===== src/rtl/tndh_pkg.sv =====
// Package for the trimmed numeric-or-hash block: constants, item structs,
// result kinds and the xor-djb2 step. No dependencies.
package tndh_pkg;

    localparam logic [63:0] SEED      = 64'd5381;
    localparam logic [30:0] MIX_MUL   = 31'd1566083941;
    localparam logic [63:0] MAG_LIMIT = 64'h8000_0000_0000_0000;
    localparam logic [63:0] MAG_MAX   = 64'h7FFF_FFFF_FFFF_FFFF;
    localparam logic [63:0] MAG_PRE   = 64'd922337203685477580;

    typedef enum logic [1:0] {
        RES_EMPTY,
        RES_NUMBER,
        RES_HASH
    } res_kind_t;

    // Classified input item, as stored in the queue.
    typedef struct packed {
        logic [7:0] byte_in;
        logic       byte_valid;
        logic       last;
        logic       ws;
        logic       digit;
        logic       sign;
        logic       minus;
        logic [3:0] digit_val;
    } cls_item_t;

    // Operands for finishing one string.
    typedef struct packed {
        res_kind_t   kind;
        logic [63:0] h_even;
        logic [63:0] h_odd;
        logic        negative;
        logic        saturated;
        logic [63:0] accum;
    } fin_item_t;

    function automatic logic [63:0] djb_step(logic [63:0] h, logic [7:0] b);
        return ((h << 5) + h) ^ {{56{b[7]}}, b};
    endfunction

endpackage


===== src/rtl/tndh_if.sv =====
// Channel interfaces of the trimmed numeric-or-hash block: byte items in,
// result items out. No dependencies.
interface tndh_text_if;
    logic       valid;
    logic       ready;
    logic [7:0] byte_in;
    logic       byte_valid;
    logic       last;

    modport source (output valid, byte_in, byte_valid, last, input ready);
    modport sink   (input valid, byte_in, byte_valid, last, output ready);
endinterface

interface tndh_result_if;
    logic               valid;
    logic               ready;
    logic signed [63:0] value;
    logic               was_numeric;

    modport source (output valid, value, was_numeric, input ready);
    modport sink   (input valid, value, was_numeric, output ready);
endinterface


===== src/rtl/tndh_front.sv =====
// Front end: accepts byte items and classifies each byte.
// Depends on tndh_pkg and tndh_text_if.
module tndh_front (
    tndh_text_if.sink          text,
    input  logic               q_full,
    output logic               push,
    output tndh_pkg::cls_item_t item
);
    import tndh_pkg::*;

    localparam logic [7:0] CH_TAB   = 8'h09;
    localparam logic [7:0] CH_CR    = 8'h0D;
    localparam logic [7:0] CH_SPACE = 8'h20;
    localparam logic [7:0] CH_PLUS  = 8'h2B;
    localparam logic [7:0] CH_MINUS = 8'h2D;
    localparam logic [7:0] CH_ZERO  = 8'h30;
    localparam logic [7:0] CH_NINE  = 8'h39;

    logic [7:0] b;

    assign b          = text.byte_in;
    assign text.ready = !q_full;
    assign push       = text.valid && !q_full;

    always_comb
    begin
        item.byte_in    = b;
        item.byte_valid = text.byte_valid;
        item.last       = text.last;
        item.ws         = (b == CH_SPACE) || (b >= CH_TAB && b <= CH_CR);
        item.digit      = (b >= CH_ZERO) && (b <= CH_NINE);
        item.sign       = (b == CH_PLUS) || (b == CH_MINUS);
        item.minus      = (b == CH_MINUS);
        item.digit_val  = b[3:0];
    end

endmodule


===== src/rtl/tndh_queue.sv =====
// Two-entry queue of classified items between front and back end.
// Depends on tndh_pkg.
module tndh_queue (
    input  logic                clk,
    input  logic                rst_n,
    input  logic                push,
    input  tndh_pkg::cls_item_t wr_item,
    input  logic                pop,
    output tndh_pkg::cls_item_t rd_item,
    output logic                empty,
    output logic                full
);
    import tndh_pkg::*;

    cls_item_t  entry_reg [2];
    logic       wr_ptr_reg, wr_ptr_next;
    logic       rd_ptr_reg, rd_ptr_next;
    logic [1:0] count_reg, count_next;

    assign empty   = (count_reg == 2'd0);
    assign full    = (count_reg == 2'd2);
    assign rd_item = entry_reg[rd_ptr_reg];

    always_comb
    begin
        wr_ptr_next = push ? !wr_ptr_reg : wr_ptr_reg;
        rd_ptr_next = pop ? !rd_ptr_reg : rd_ptr_reg;
        count_next  = count_reg + {1'b0, push} - {1'b0, pop};
    end

    always_ff @(posedge clk or negedge rst_n)
    begin
        if (!rst_n)
        begin
            wr_ptr_reg <= 1'b0;
            rd_ptr_reg <= 1'b0;
            count_reg  <= 2'd0;
        end
        else
        begin
            wr_ptr_reg <= wr_ptr_next;
            rd_ptr_reg <= rd_ptr_next;
            count_reg  <= count_next;
        end
    end

    always_ff @(posedge clk)
    begin
        if (push)
        begin
            entry_reg[wr_ptr_reg] <= wr_item;
        end
    end

    a_count_range: assert property (@(posedge clk) disable iff (!rst_n)
        count_reg != 2'd3)
        else $error("queue count out of range");

endmodule


===== src/rtl/tndh_back.sv =====
// Back end: trims, parses and hashes one byte item per cycle while pop is high
// and hands the operands of a finished string to the mixer. Depends on tndh_pkg.
module tndh_back (
    input  logic                clk,
    input  logic                rst_n,
    input  logic                pop,
    input  tndh_pkg::cls_item_t item,
    output logic                fin_valid,
    output tndh_pkg::fin_item_t fin
);
    import tndh_pkg::*;

    logic [63:0] hec_reg, hoc_reg, hep_reg, hop_reg;
    logic [63:0] hec_next, hoc_next, hep_next, hop_next;
    logic        odd_reg, started_reg, space_reg, numeric_ok_reg;
    logic        odd_next, started_next, space_next, numeric_ok_next;
    logic        negative_reg, digit_seen_reg, saturated_reg;
    logic        negative_next, digit_seen_next, saturated_next;
    logic [63:0] accum_reg, accum_next;

    logic [63:0] u_hec, u_hoc, u_hep, u_hop, u_accum, times_ten;
    logic        u_odd, u_started, u_space, u_numeric_ok;
    logic        u_negative, u_digit_seen, u_saturated;

    assign times_ten = (accum_reg << 3) + (accum_reg << 1) + {60'd0, item.digit_val};

    always_comb
    begin
        u_hec        = hec_reg;
        u_hoc        = hoc_reg;
        u_hep        = hep_reg;
        u_hop        = hop_reg;
        u_odd        = odd_reg;
        u_started    = started_reg;
        u_space      = space_reg;
        u_numeric_ok = numeric_ok_reg;
        u_negative   = negative_reg;
        u_digit_seen = digit_seen_reg;
        u_saturated  = saturated_reg;
        u_accum      = accum_reg;

        if (item.byte_valid && !(item.ws && !started_reg))
        begin
            if (odd_reg)
            begin
                u_hop = djb_step(hop_reg, item.byte_in);
            end
            else
            begin
                u_hep = djb_step(hep_reg, item.byte_in);
            end
            u_odd = !odd_reg;

            if (item.ws)
            begin
                u_space = 1'b1;
            end
            else
            begin
                if (space_reg)
                begin
                    u_numeric_ok = 1'b0;
                end
                u_space = 1'b0;
                if (u_numeric_ok)
                begin
                    priority if (!started_reg && item.sign)
                    begin
                        u_negative = item.minus;
                    end
                    else if (item.digit)
                    begin
                        u_digit_seen = 1'b1;
                        if (!saturated_reg)
                        begin
                            if (accum_reg > MAG_PRE || times_ten > MAG_LIMIT)
                            begin
                                u_saturated = 1'b1;
                            end
                            else
                            begin
                                u_accum = times_ten;
                            end
                        end
                    end
                    else
                    begin
                        u_numeric_ok = 1'b0;
                    end
                end
                u_started = 1'b1;
                u_hec     = u_hep;
                u_hoc     = u_hop;
            end
        end
    end

    always_comb
    begin
        fin_valid     = pop && item.last;
        fin.h_even    = u_hec;
        fin.h_odd     = u_hoc;
        fin.negative  = u_negative;
        fin.saturated = u_saturated;
        fin.accum     = u_accum;
        priority if (!u_started)
        begin
            fin.kind = RES_EMPTY;
        end
        else if (u_numeric_ok && u_digit_seen)
        begin
            fin.kind = RES_NUMBER;
        end
        else
        begin
            fin.kind = RES_HASH;
        end
    end

    always_comb
    begin
        hec_next        = hec_reg;
        hoc_next        = hoc_reg;
        hep_next        = hep_reg;
        hop_next        = hop_reg;
        odd_next        = odd_reg;
        started_next    = started_reg;
        space_next      = space_reg;
        numeric_ok_next = numeric_ok_reg;
        negative_next   = negative_reg;
        digit_seen_next = digit_seen_reg;
        saturated_next  = saturated_reg;
        accum_next      = accum_reg;
        if (pop)
        begin
            if (item.last)
            begin
                hec_next        = SEED;
                hoc_next        = SEED;
                hep_next        = SEED;
                hop_next        = SEED;
                odd_next        = 1'b0;
                started_next    = 1'b0;
                space_next      = 1'b0;
                numeric_ok_next = 1'b1;
                negative_next   = 1'b0;
                digit_seen_next = 1'b0;
                saturated_next  = 1'b0;
                accum_next      = 64'd0;
            end
            else
            begin
                hec_next        = u_hec;
                hoc_next        = u_hoc;
                hep_next        = u_hep;
                hop_next        = u_hop;
                odd_next        = u_odd;
                started_next    = u_started;
                space_next      = u_space;
                numeric_ok_next = u_numeric_ok;
                negative_next   = u_negative;
                digit_seen_next = u_digit_seen;
                saturated_next  = u_saturated;
                accum_next      = u_accum;
            end
        end
    end

    always_ff @(posedge clk or negedge rst_n)
    begin
        if (!rst_n)
        begin
            hec_reg        <= SEED;
            hoc_reg        <= SEED;
            hep_reg        <= SEED;
            hop_reg        <= SEED;
            odd_reg        <= 1'b0;
            started_reg    <= 1'b0;
            space_reg      <= 1'b0;
            numeric_ok_reg <= 1'b1;
            negative_reg   <= 1'b0;
            digit_seen_reg <= 1'b0;
            saturated_reg  <= 1'b0;
            accum_reg      <= 64'd0;
        end
        else
        begin
            hec_reg        <= hec_next;
            hoc_reg        <= hoc_next;
            hep_reg        <= hep_next;
            hop_reg        <= hop_next;
            odd_reg        <= odd_next;
            started_reg    <= started_next;
            space_reg      <= space_next;
            numeric_ok_reg <= numeric_ok_next;
            negative_reg   <= negative_next;
            digit_seen_reg <= digit_seen_next;
            saturated_reg  <= saturated_next;
            accum_reg      <= accum_next;
        end
    end

    a_clear_after_last: assert property (@(posedge clk) disable iff (!rst_n)
        pop && item.last |=> !started_reg && numeric_ok_reg && accum_reg == 64'd0)
        else $error("state not cleared after end of string");

    a_sat_needs_digit: assert property (@(posedge clk) disable iff (!rst_n)
        saturated_reg |-> digit_seen_reg && started_reg)
        else $error("saturation without digits");

endmodule


===== src/rtl/tndh_mix.sv =====
// Finishing pipeline: split hash multiply, number sign/saturation, final
// add and output register. Depends on tndh_pkg and tndh_result_if.
module tndh_mix (
    input  logic                clk,
    input  logic                rst_n,
    input  logic                fin_valid,
    input  tndh_pkg::fin_item_t fin,
    output logic                advance,
    tndh_result_if.source       result
);
    import tndh_pkg::*;

    logic        a_valid_reg, b_valid_reg, c_valid_reg;
    fin_item_t   a_reg;
    res_kind_t   b_kind_reg;
    logic [63:0] b_h1_reg, b_num_reg;
    logic [62:0] b_plo_reg;
    logic [31:0] b_phi_reg;
    logic [63:0] value_reg;
    logic        was_numeric_reg;

    logic [62:0] plo_next;
    logic [31:0] phi_next;
    logic [63:0] num_next, value_next;

    assign advance            = !c_valid_reg || result.ready;
    assign result.valid       = c_valid_reg;
    assign result.value       = value_reg;
    assign result.was_numeric = was_numeric_reg;

    always_comb
    begin
        plo_next = 63'(a_reg.h_odd[31:0]) * 63'(MIX_MUL);
        phi_next = a_reg.h_odd[63:32] * 32'(MIX_MUL);
        unique case (a_reg.kind)
            RES_NUMBER:
            begin
                if (a_reg.negative)
                begin
                    num_next = a_reg.saturated ? MAG_LIMIT : (64'd0 - a_reg.accum);
                end
                else
                begin
                    num_next = (a_reg.saturated || a_reg.accum[63]) ? MAG_MAX : a_reg.accum;
                end
            end
            default:
            begin
                num_next = 64'd0;
            end
        endcase
        value_next = (b_kind_reg == RES_HASH)
                   ? b_h1_reg + {1'b0, b_plo_reg} + {b_phi_reg, 32'd0}
                   : b_num_reg;
    end

    always_ff @(posedge clk or negedge rst_n)
    begin
        if (!rst_n)
        begin
            a_valid_reg <= 1'b0;
            b_valid_reg <= 1'b0;
            c_valid_reg <= 1'b0;
        end
        else if (advance)
        begin
            a_valid_reg <= fin_valid;
            b_valid_reg <= a_valid_reg;
            c_valid_reg <= b_valid_reg;
        end
    end

    always_ff @(posedge clk)
    begin
        if (advance)
        begin
            a_reg           <= fin;
            b_kind_reg      <= a_reg.kind;
            b_h1_reg        <= a_reg.h_even;
            b_plo_reg       <= plo_next;
            b_phi_reg       <= phi_next;
            b_num_reg       <= num_next;
            value_reg       <= value_next;
            was_numeric_reg <= (b_kind_reg == RES_NUMBER);
        end
    end

    a_hold_on_stall: assert property (@(posedge clk) disable iff (!rst_n)
        !advance |=> $stable(a_valid_reg) && $stable(b_valid_reg))
        else $error("pipeline moved during output stall");

endmodule


===== src/rtl/trimmed_numeric_or_dual_hash.sv =====
// Top level of the trimmed numeric-or-hash block.
// Depends on tndh_pkg, tndh_if, tndh_front, tndh_queue, tndh_back, tndh_mix.
//
// Usage:
//   text   : one byte item per handshake (byte_in, byte_valid, last). An item
//            with byte_valid low carries no byte; last closes the string.
//   result : one item per string, sent for the item that carries last:
//            value is the parsed signed decimal number (saturated to 64 bits)
//            when was_numeric is 1, otherwise the combined 64-bit hash of
//            the trimmed text, or 0 for an empty or all-blank string.
// Throughput: one byte item per cycle, sustained, including back-to-back
//   strings, as long as result is taken.
// Result path: the closing item's operands pass through the operand register,
//   the split multiply and the final add before result is valid.
// Stall: when result is not taken, the finishing pipeline and the byte
//   update hold; the two-entry queue absorbs up to two more items, then
//   text.ready drops.
// Reset: asynchronous, active low; the queue is emptied, the pipeline
//   holds no result and the string state returns to seed values.
module trimmed_numeric_or_dual_hash (
    input  logic          clk,
    input  logic          rst_n,
    tndh_text_if.sink     text,
    tndh_result_if.source result
);
    import tndh_pkg::*;

    cls_item_t front_item;
    cls_item_t queue_item;
    fin_item_t fin;
    logic      push, pop, q_empty, q_full, fin_valid, advance;

    assign pop = advance && !q_empty;

    tndh_front u_front (
        .text   (text),
        .q_full (q_full),
        .push   (push),
        .item   (front_item)
    );

    tndh_queue u_queue (
        .clk     (clk),
        .rst_n   (rst_n),
        .push    (push),
        .wr_item (front_item),
        .pop     (pop),
        .rd_item (queue_item),
        .empty   (q_empty),
        .full    (q_full)
    );

    tndh_back u_back (
        .clk       (clk),
        .rst_n     (rst_n),
        .pop       (pop),
        .item      (queue_item),
        .fin_valid (fin_valid),
        .fin       (fin)
    );

    tndh_mix u_mix (
        .clk       (clk),
        .rst_n     (rst_n),
        .fin_valid (fin_valid),
        .fin       (fin),
        .advance   (advance),
        .result    (result)
    );

endmodule


===== src/flat_wrapper.sv =====
// flat-port wrapper written by rule: the top's interface ports become plain ports
module trimmed_numeric_or_dual_hash_flat import tndh_pkg::*;
  (clk, rst_n, text_valid, text_byte_in, text_byte_valid, text_last, text_ready, result_valid, result_value, result_was_numeric, result_ready);
  tndh_text_if text_i ();
  tndh_result_if result_i ();
  input  logic clk;
  input  logic rst_n;
  input wire logic [$bits(text_i.valid)-1:0] text_valid;
  input wire logic [$bits(text_i.byte_in)-1:0] text_byte_in;
  input wire logic [$bits(text_i.byte_valid)-1:0] text_byte_valid;
  input wire logic [$bits(text_i.last)-1:0] text_last;
  output wire logic [$bits(text_i.ready)-1:0] text_ready;
  output wire logic [$bits(result_i.valid)-1:0] result_valid;
  output wire logic [$bits(result_i.value)-1:0] result_value;
  output wire logic [$bits(result_i.was_numeric)-1:0] result_was_numeric;
  input wire logic [$bits(result_i.ready)-1:0] result_ready;
  assign text_i.valid = text_valid;
  assign text_i.byte_in = text_byte_in;
  assign text_i.byte_valid = text_byte_valid;
  assign text_i.last = text_last;
  assign text_ready = text_i.ready;
  assign result_valid = result_i.valid;
  assign result_value = result_i.value;
  assign result_was_numeric = result_i.was_numeric;
  assign result_i.ready = result_ready;
  trimmed_numeric_or_dual_hash u_core (.clk(clk), .rst_n(rst_n), .text(text_i), .result(result_i));
endmodule

===== config.mk =====
export PLATFORM = sky130hd
export DESIGN_NAME = trimmed_numeric_or_dual_hash_flat
export DESIGN_NICKNAME = d
export VERILOG_FILES = /design/src/rtl/tndh_pkg.sv /design/src/rtl/tndh_if.sv /design/src/rtl/tndh_front.sv /design/src/rtl/tndh_queue.sv /design/src/rtl/tndh_back.sv /design/src/rtl/tndh_mix.sv /design/src/rtl/trimmed_numeric_or_dual_hash.sv /design/src/flat_wrapper.sv
export SDC_FILE = /design/constraint.sdc
export NUM_CORES = 2
export LEC_CHECK = 0
export BUFFER_PORTS_ARGS = -buffer_cell sky130_fd_sc_hd__buf_2
export CORE_MARGIN = 2
export CORE_UTILIZATION = 40
export CTS_BUF_LIST = sky130_fd_sc_hd__clkbuf_4
export DETAILED_ROUTE_END_ITERATION = 16
export MAX_ROUTING_LAYER = met4
export PLACE_DENSITY = 0.64
export SLEW_MARGIN = 0
export SYNTH_ARGS = -nofsm -noshare
export SYNTH_HDL_FRONTEND = slang
export SYNTH_SLANG_ARGS = --single-unit

===== constraint.sdc =====
create_clock -name clk -period 16.9 [get_ports clk]
set_input_delay 4.225 -clock clk [delete_from_list [all_inputs] [get_ports clk]]
set_output_delay 4.225 -clock clk [all_outputs]
set_load 0.01 [all_outputs]

==> flow_metrics.env <==
export IMPL_place_gp_congestion=0.939
export IMPL_dieHeight_um=436
export IMPL_routed_wl_um=235000
export IMPL_root_buffer="clkbuf_4"
export IMPL_via_per_inst=5.52
export IMPL_finalClockSkew_ns=0.140
export IMPL_drive_gt1_share_pct=8.65
export IMPL_drv_cap=0
export IMPL_numCtsBuffers=230
export IMPL_cts_resized=0
export IMPL_grt_max_degree=151
export IMPL_cp_slowest_cell="edfxtp_1"
export IMPL_nFillCells=17900
export IMPL_crit_end="u_core.u_mix.b_plo_reg[60]$_DFFE_PP_"
export IMPL_cts_tree="yes"
export IMPL_worstSetupPathType="flip-flop to flip-flop"
export IMPL_design_area_um2=80800
export IMPL_drt_wirelength_per_cell_um=23.3
export IMPL_clk_pin_slew_ns=0.08
export IMPL_clock_path_buffers=3
export IMPL_h_tree_depth=4
export IMPL_nNetsFinal=8880
export IMPL_multi_input_area_um2=46700
export IMPL_synthTopCellsByArea="edfxtp_1, fa_1, ha_1"
export IMPL_maxSlewViolCount=0
export IMPL_crit_required_ns=17.85
export IMPL_timing_fmax_mhz=117
export IMPL_hold_path_class="flip-flop to flip-flop"
export IMPL_dp_cells=9632
export IMPL_wl_met3_um=11300
export IMPL_drc=0
export IMPL_fin_crit_ns=8.58
export IMPL_largest_register_ffs=196
export IMPL_synth_area_per_cell_um2=10.3
export IMPL_final_cells=10100
export IMPL_yosysSeqAreaShare_pct=31.9
export IMPL_top_level_ports=81
export IMPL_syn_instance_count=7258
export IMPL_postCtsHoldBufs=0
export IMPL_row_count=158
export IMPL_wl_met1_um=104000
export IMPL_synth_top_area_share_pct=20.7
export IMPL_async_reset_ff_share_pct=39.4
export IMPL_rsz0062_at_grt="no"
export IMPL_crit_path_frequent_cell="fa_1"
export IMPL_dieArea_um2=190000
export IMPL_worstRegToRegCells=27
export IMPL_worst_slew_pin_slew_ns=1.10
export IMPL_die_w_um=436
export IMPL_grt_ovfl_total=0
export IMPL_max_stage_delay_ns=0.74
export IMPL_topRoutingLayerUsed="met4"
export IMPL_place_area_um2=77700
export IMPL_grt_use_total_pct=25.2
export IMPL_insertion_delay_ns=1.29
export IMPL_setup_violations=0
export IMPL_final_hold_viol_count=0
export IMPL_start_kind="flip-flop"
export IMPL_synthFlopType="edfxtp_1"
export IMPL_rr_endpoint="u_core.u_mix.b_plo_reg[60]$_DFFE_PP_"
export IMPL_vias=55600
export IMPL_clkSinkCount=848
export IMPL_port_buffers=80
export IMPL_post_cts_buffers=0
export IMPL_tns_ns=0
export IMPL_dr_pass1_iters=6
export IMPL_core_um2=185000
export IMPL_crit_fanout=8
export IMPL_cp_end_kind="flip-flop"
export IMPL_antenna_found_initial=6
export IMPL_worstReg2RegStart="u_core.u_mix.a_reg[72]$_DFFE_PP_"
export IMPL_synth_cell_type_count=96
export IMPL_rrSetupSlack_ns=8.32
export IMPL_grt_pass1_vias=56100
export IMPL_drt_iter0_markers=4403
export IMPL_synthesis_area_um2=74600
export IMPL_outcome="finished, final reports clean"
export IMPL_holdPathStages=0
export IMPL_syn_nets=8754
export IMPL_route_met2_wl_um=110000
export IMPL_area_growth_pct=8.35
export IMPL_initial_utilization_pct=40.2
export IMPL_ys_warn_count=0
export IMPL_critPathArrivalTime_ns=9.54
export IMPL_grt_pass1_wl_um=354000
export IMPL_yosysTopAreaCell="edfxtp_1"
export IMPL_synth_edff_count=514
export IMPL_slew_headroom_pct=25.7
export IMPL_ys_ff_latch=848
export IMPL_startpoint="u_core.u_mix.a_reg[72]$_DFFE_PP_"
export IMPL_dp_hpwl_um=186000
export IMPL_fin_crit_sh_pct=50.8
export IMPL_ant_nets=0
export IMPL_ff_latch_area_um2=23800
[layer usage]
layer,GRT usage (%),vias up
met5,-,-
met4,9.33,0
li1,-,25900
met3,3.21,278
met2,39.6,1626
met1,33.5,27800
[stage by stage]
| stage | setup slack (ns) | util [%] | hold WS (ns) |
|---|---|---|---|
| finish | 8.32 | 43.6 | 0.387 |
| global route | 8.00 | 43.6 | 0.411 |
| CTS | 8.43 | 43.6 | 0.371 |
| detailed placement | 8.36 | 41.9 | 0.405 |
| global placement | 8.46 | 41.9 | 0.401 |
| floorplan | 2.83 | - | 0.400 |
[worst max-delay path: cells and delay by family (launching register included)]
family                   cells  cell delay, ns
adder cells (fa/ha/maj)      9            4.09
AO/OA/AOI/OAI               11            2.64
flip-flops                   1            0.74
AND/OR/NAND/NOR              2            0.42
buffers and inverters        4            0.28
XOR/XNOR                     1            0.09
[layout make-up]
class                   count  share of cell area, %
clock buffers             324                   3.01
flip-flops and latches    848                   29.5
diodes                      9                 0.0279
multi-input cells        5327                   57.8
well taps                2480                   3.84
inverters                 850                   3.95
repair buffers            127                   1.01
clock inverters           108                  0.835
[worst min path at each step]
stage,endpoint,slack (ns),startpoint
after detailed placement,u_core.u_mix.b_h1_reg[61]$_DFFE_PP_,0.40,u_core.u_mix.a_reg[191]$_DFFE_PP_
after global placement,u_core.u_mix.b_h1_reg[34]$_DFFE_PP_,0.40,u_core.u_mix.a_reg[164]$_DFFE_PP_
after global routing,u_core.u_mix.b_h1_reg[63]$_DFFE_PP_,0.41,u_core.u_mix.a_reg[193]$_DFFE_PP_
after CTS,u_core.u_mix.b_h1_reg[48]$_DFFE_PP_,0.37,u_core.u_mix.a_reg[178]$_DFFE_PP_
after floorplan,u_core.u_mix.b_h1_reg[0]$_DFFE_PP_,0.40,u_core.u_mix.a_reg[130]$_DFFE_PP_
final,u_core.u_mix.b_h1_reg[48]$_DFFE_PP_,0.39,u_core.u_mix.a_reg[178]$_DFFE_PP_
[Yosys cell counts (82+ instances only)]
cell,count
clkbuf_1,183
o21ai_0,374
a21o_1,205
dfrtp_1,313
nor3_1,82
edfxtp_1,514
inv_1,848
a22o_1,211
ha_1,904
xnor2_1,367
a21oi_1,459
nor2_1,544
mux2_2,85
xor2_1,129
fa_1,578
nand2_1,444
[layout by cell type, fill, tap and decap left out, drive strengths merged, types with 42 or more instances in the layout]
cell,synthesis,final
ha,904,904
a21oi,461,461
nor2,545,545
mux2i,42,42
a31oi,72,72
nor4,42,42
fa,578,578
nand4,63,63
o21ai,382,382
xnor2,367,367
nor3,85,85
inv,849,855
nor2b,53,53
clkbuf,184,324
edfxtp,514,514
nand3,72,72
nand2,444,444
or3,45,45
mux2,86,86
a22o,211,211
xor2,129,129
a21o,205,205
nand2b,48,48
buf,49,127
o21a,43,43
o21bai,47,47
dfrtp,313,313
clkinv,1,97
[cell families (layout without fill, tap and decap cells)]
family | after synthesis | after routing | synth area share, %
buffers and inverters | 1083 | 1409 | 5.54
flip-flops | 848 | 848 | 31.9
AND/OR/NAND/NOR | 1538 | 1538 | 9.57
XOR/XNOR | 496 | 496 | 5.82
AO/OA/AOI/OAI | 1683 | 1683 | 14.6
other | 0 | 9 | 0
multiplexers | 128 | 128 | 1.87
adder cells (fa/ha/maj) | 1482 | 1482 | 30.7
Power is not shown: default switching activity piles up to over one toggle a cycle in this logic, so the estimate is an artifact.
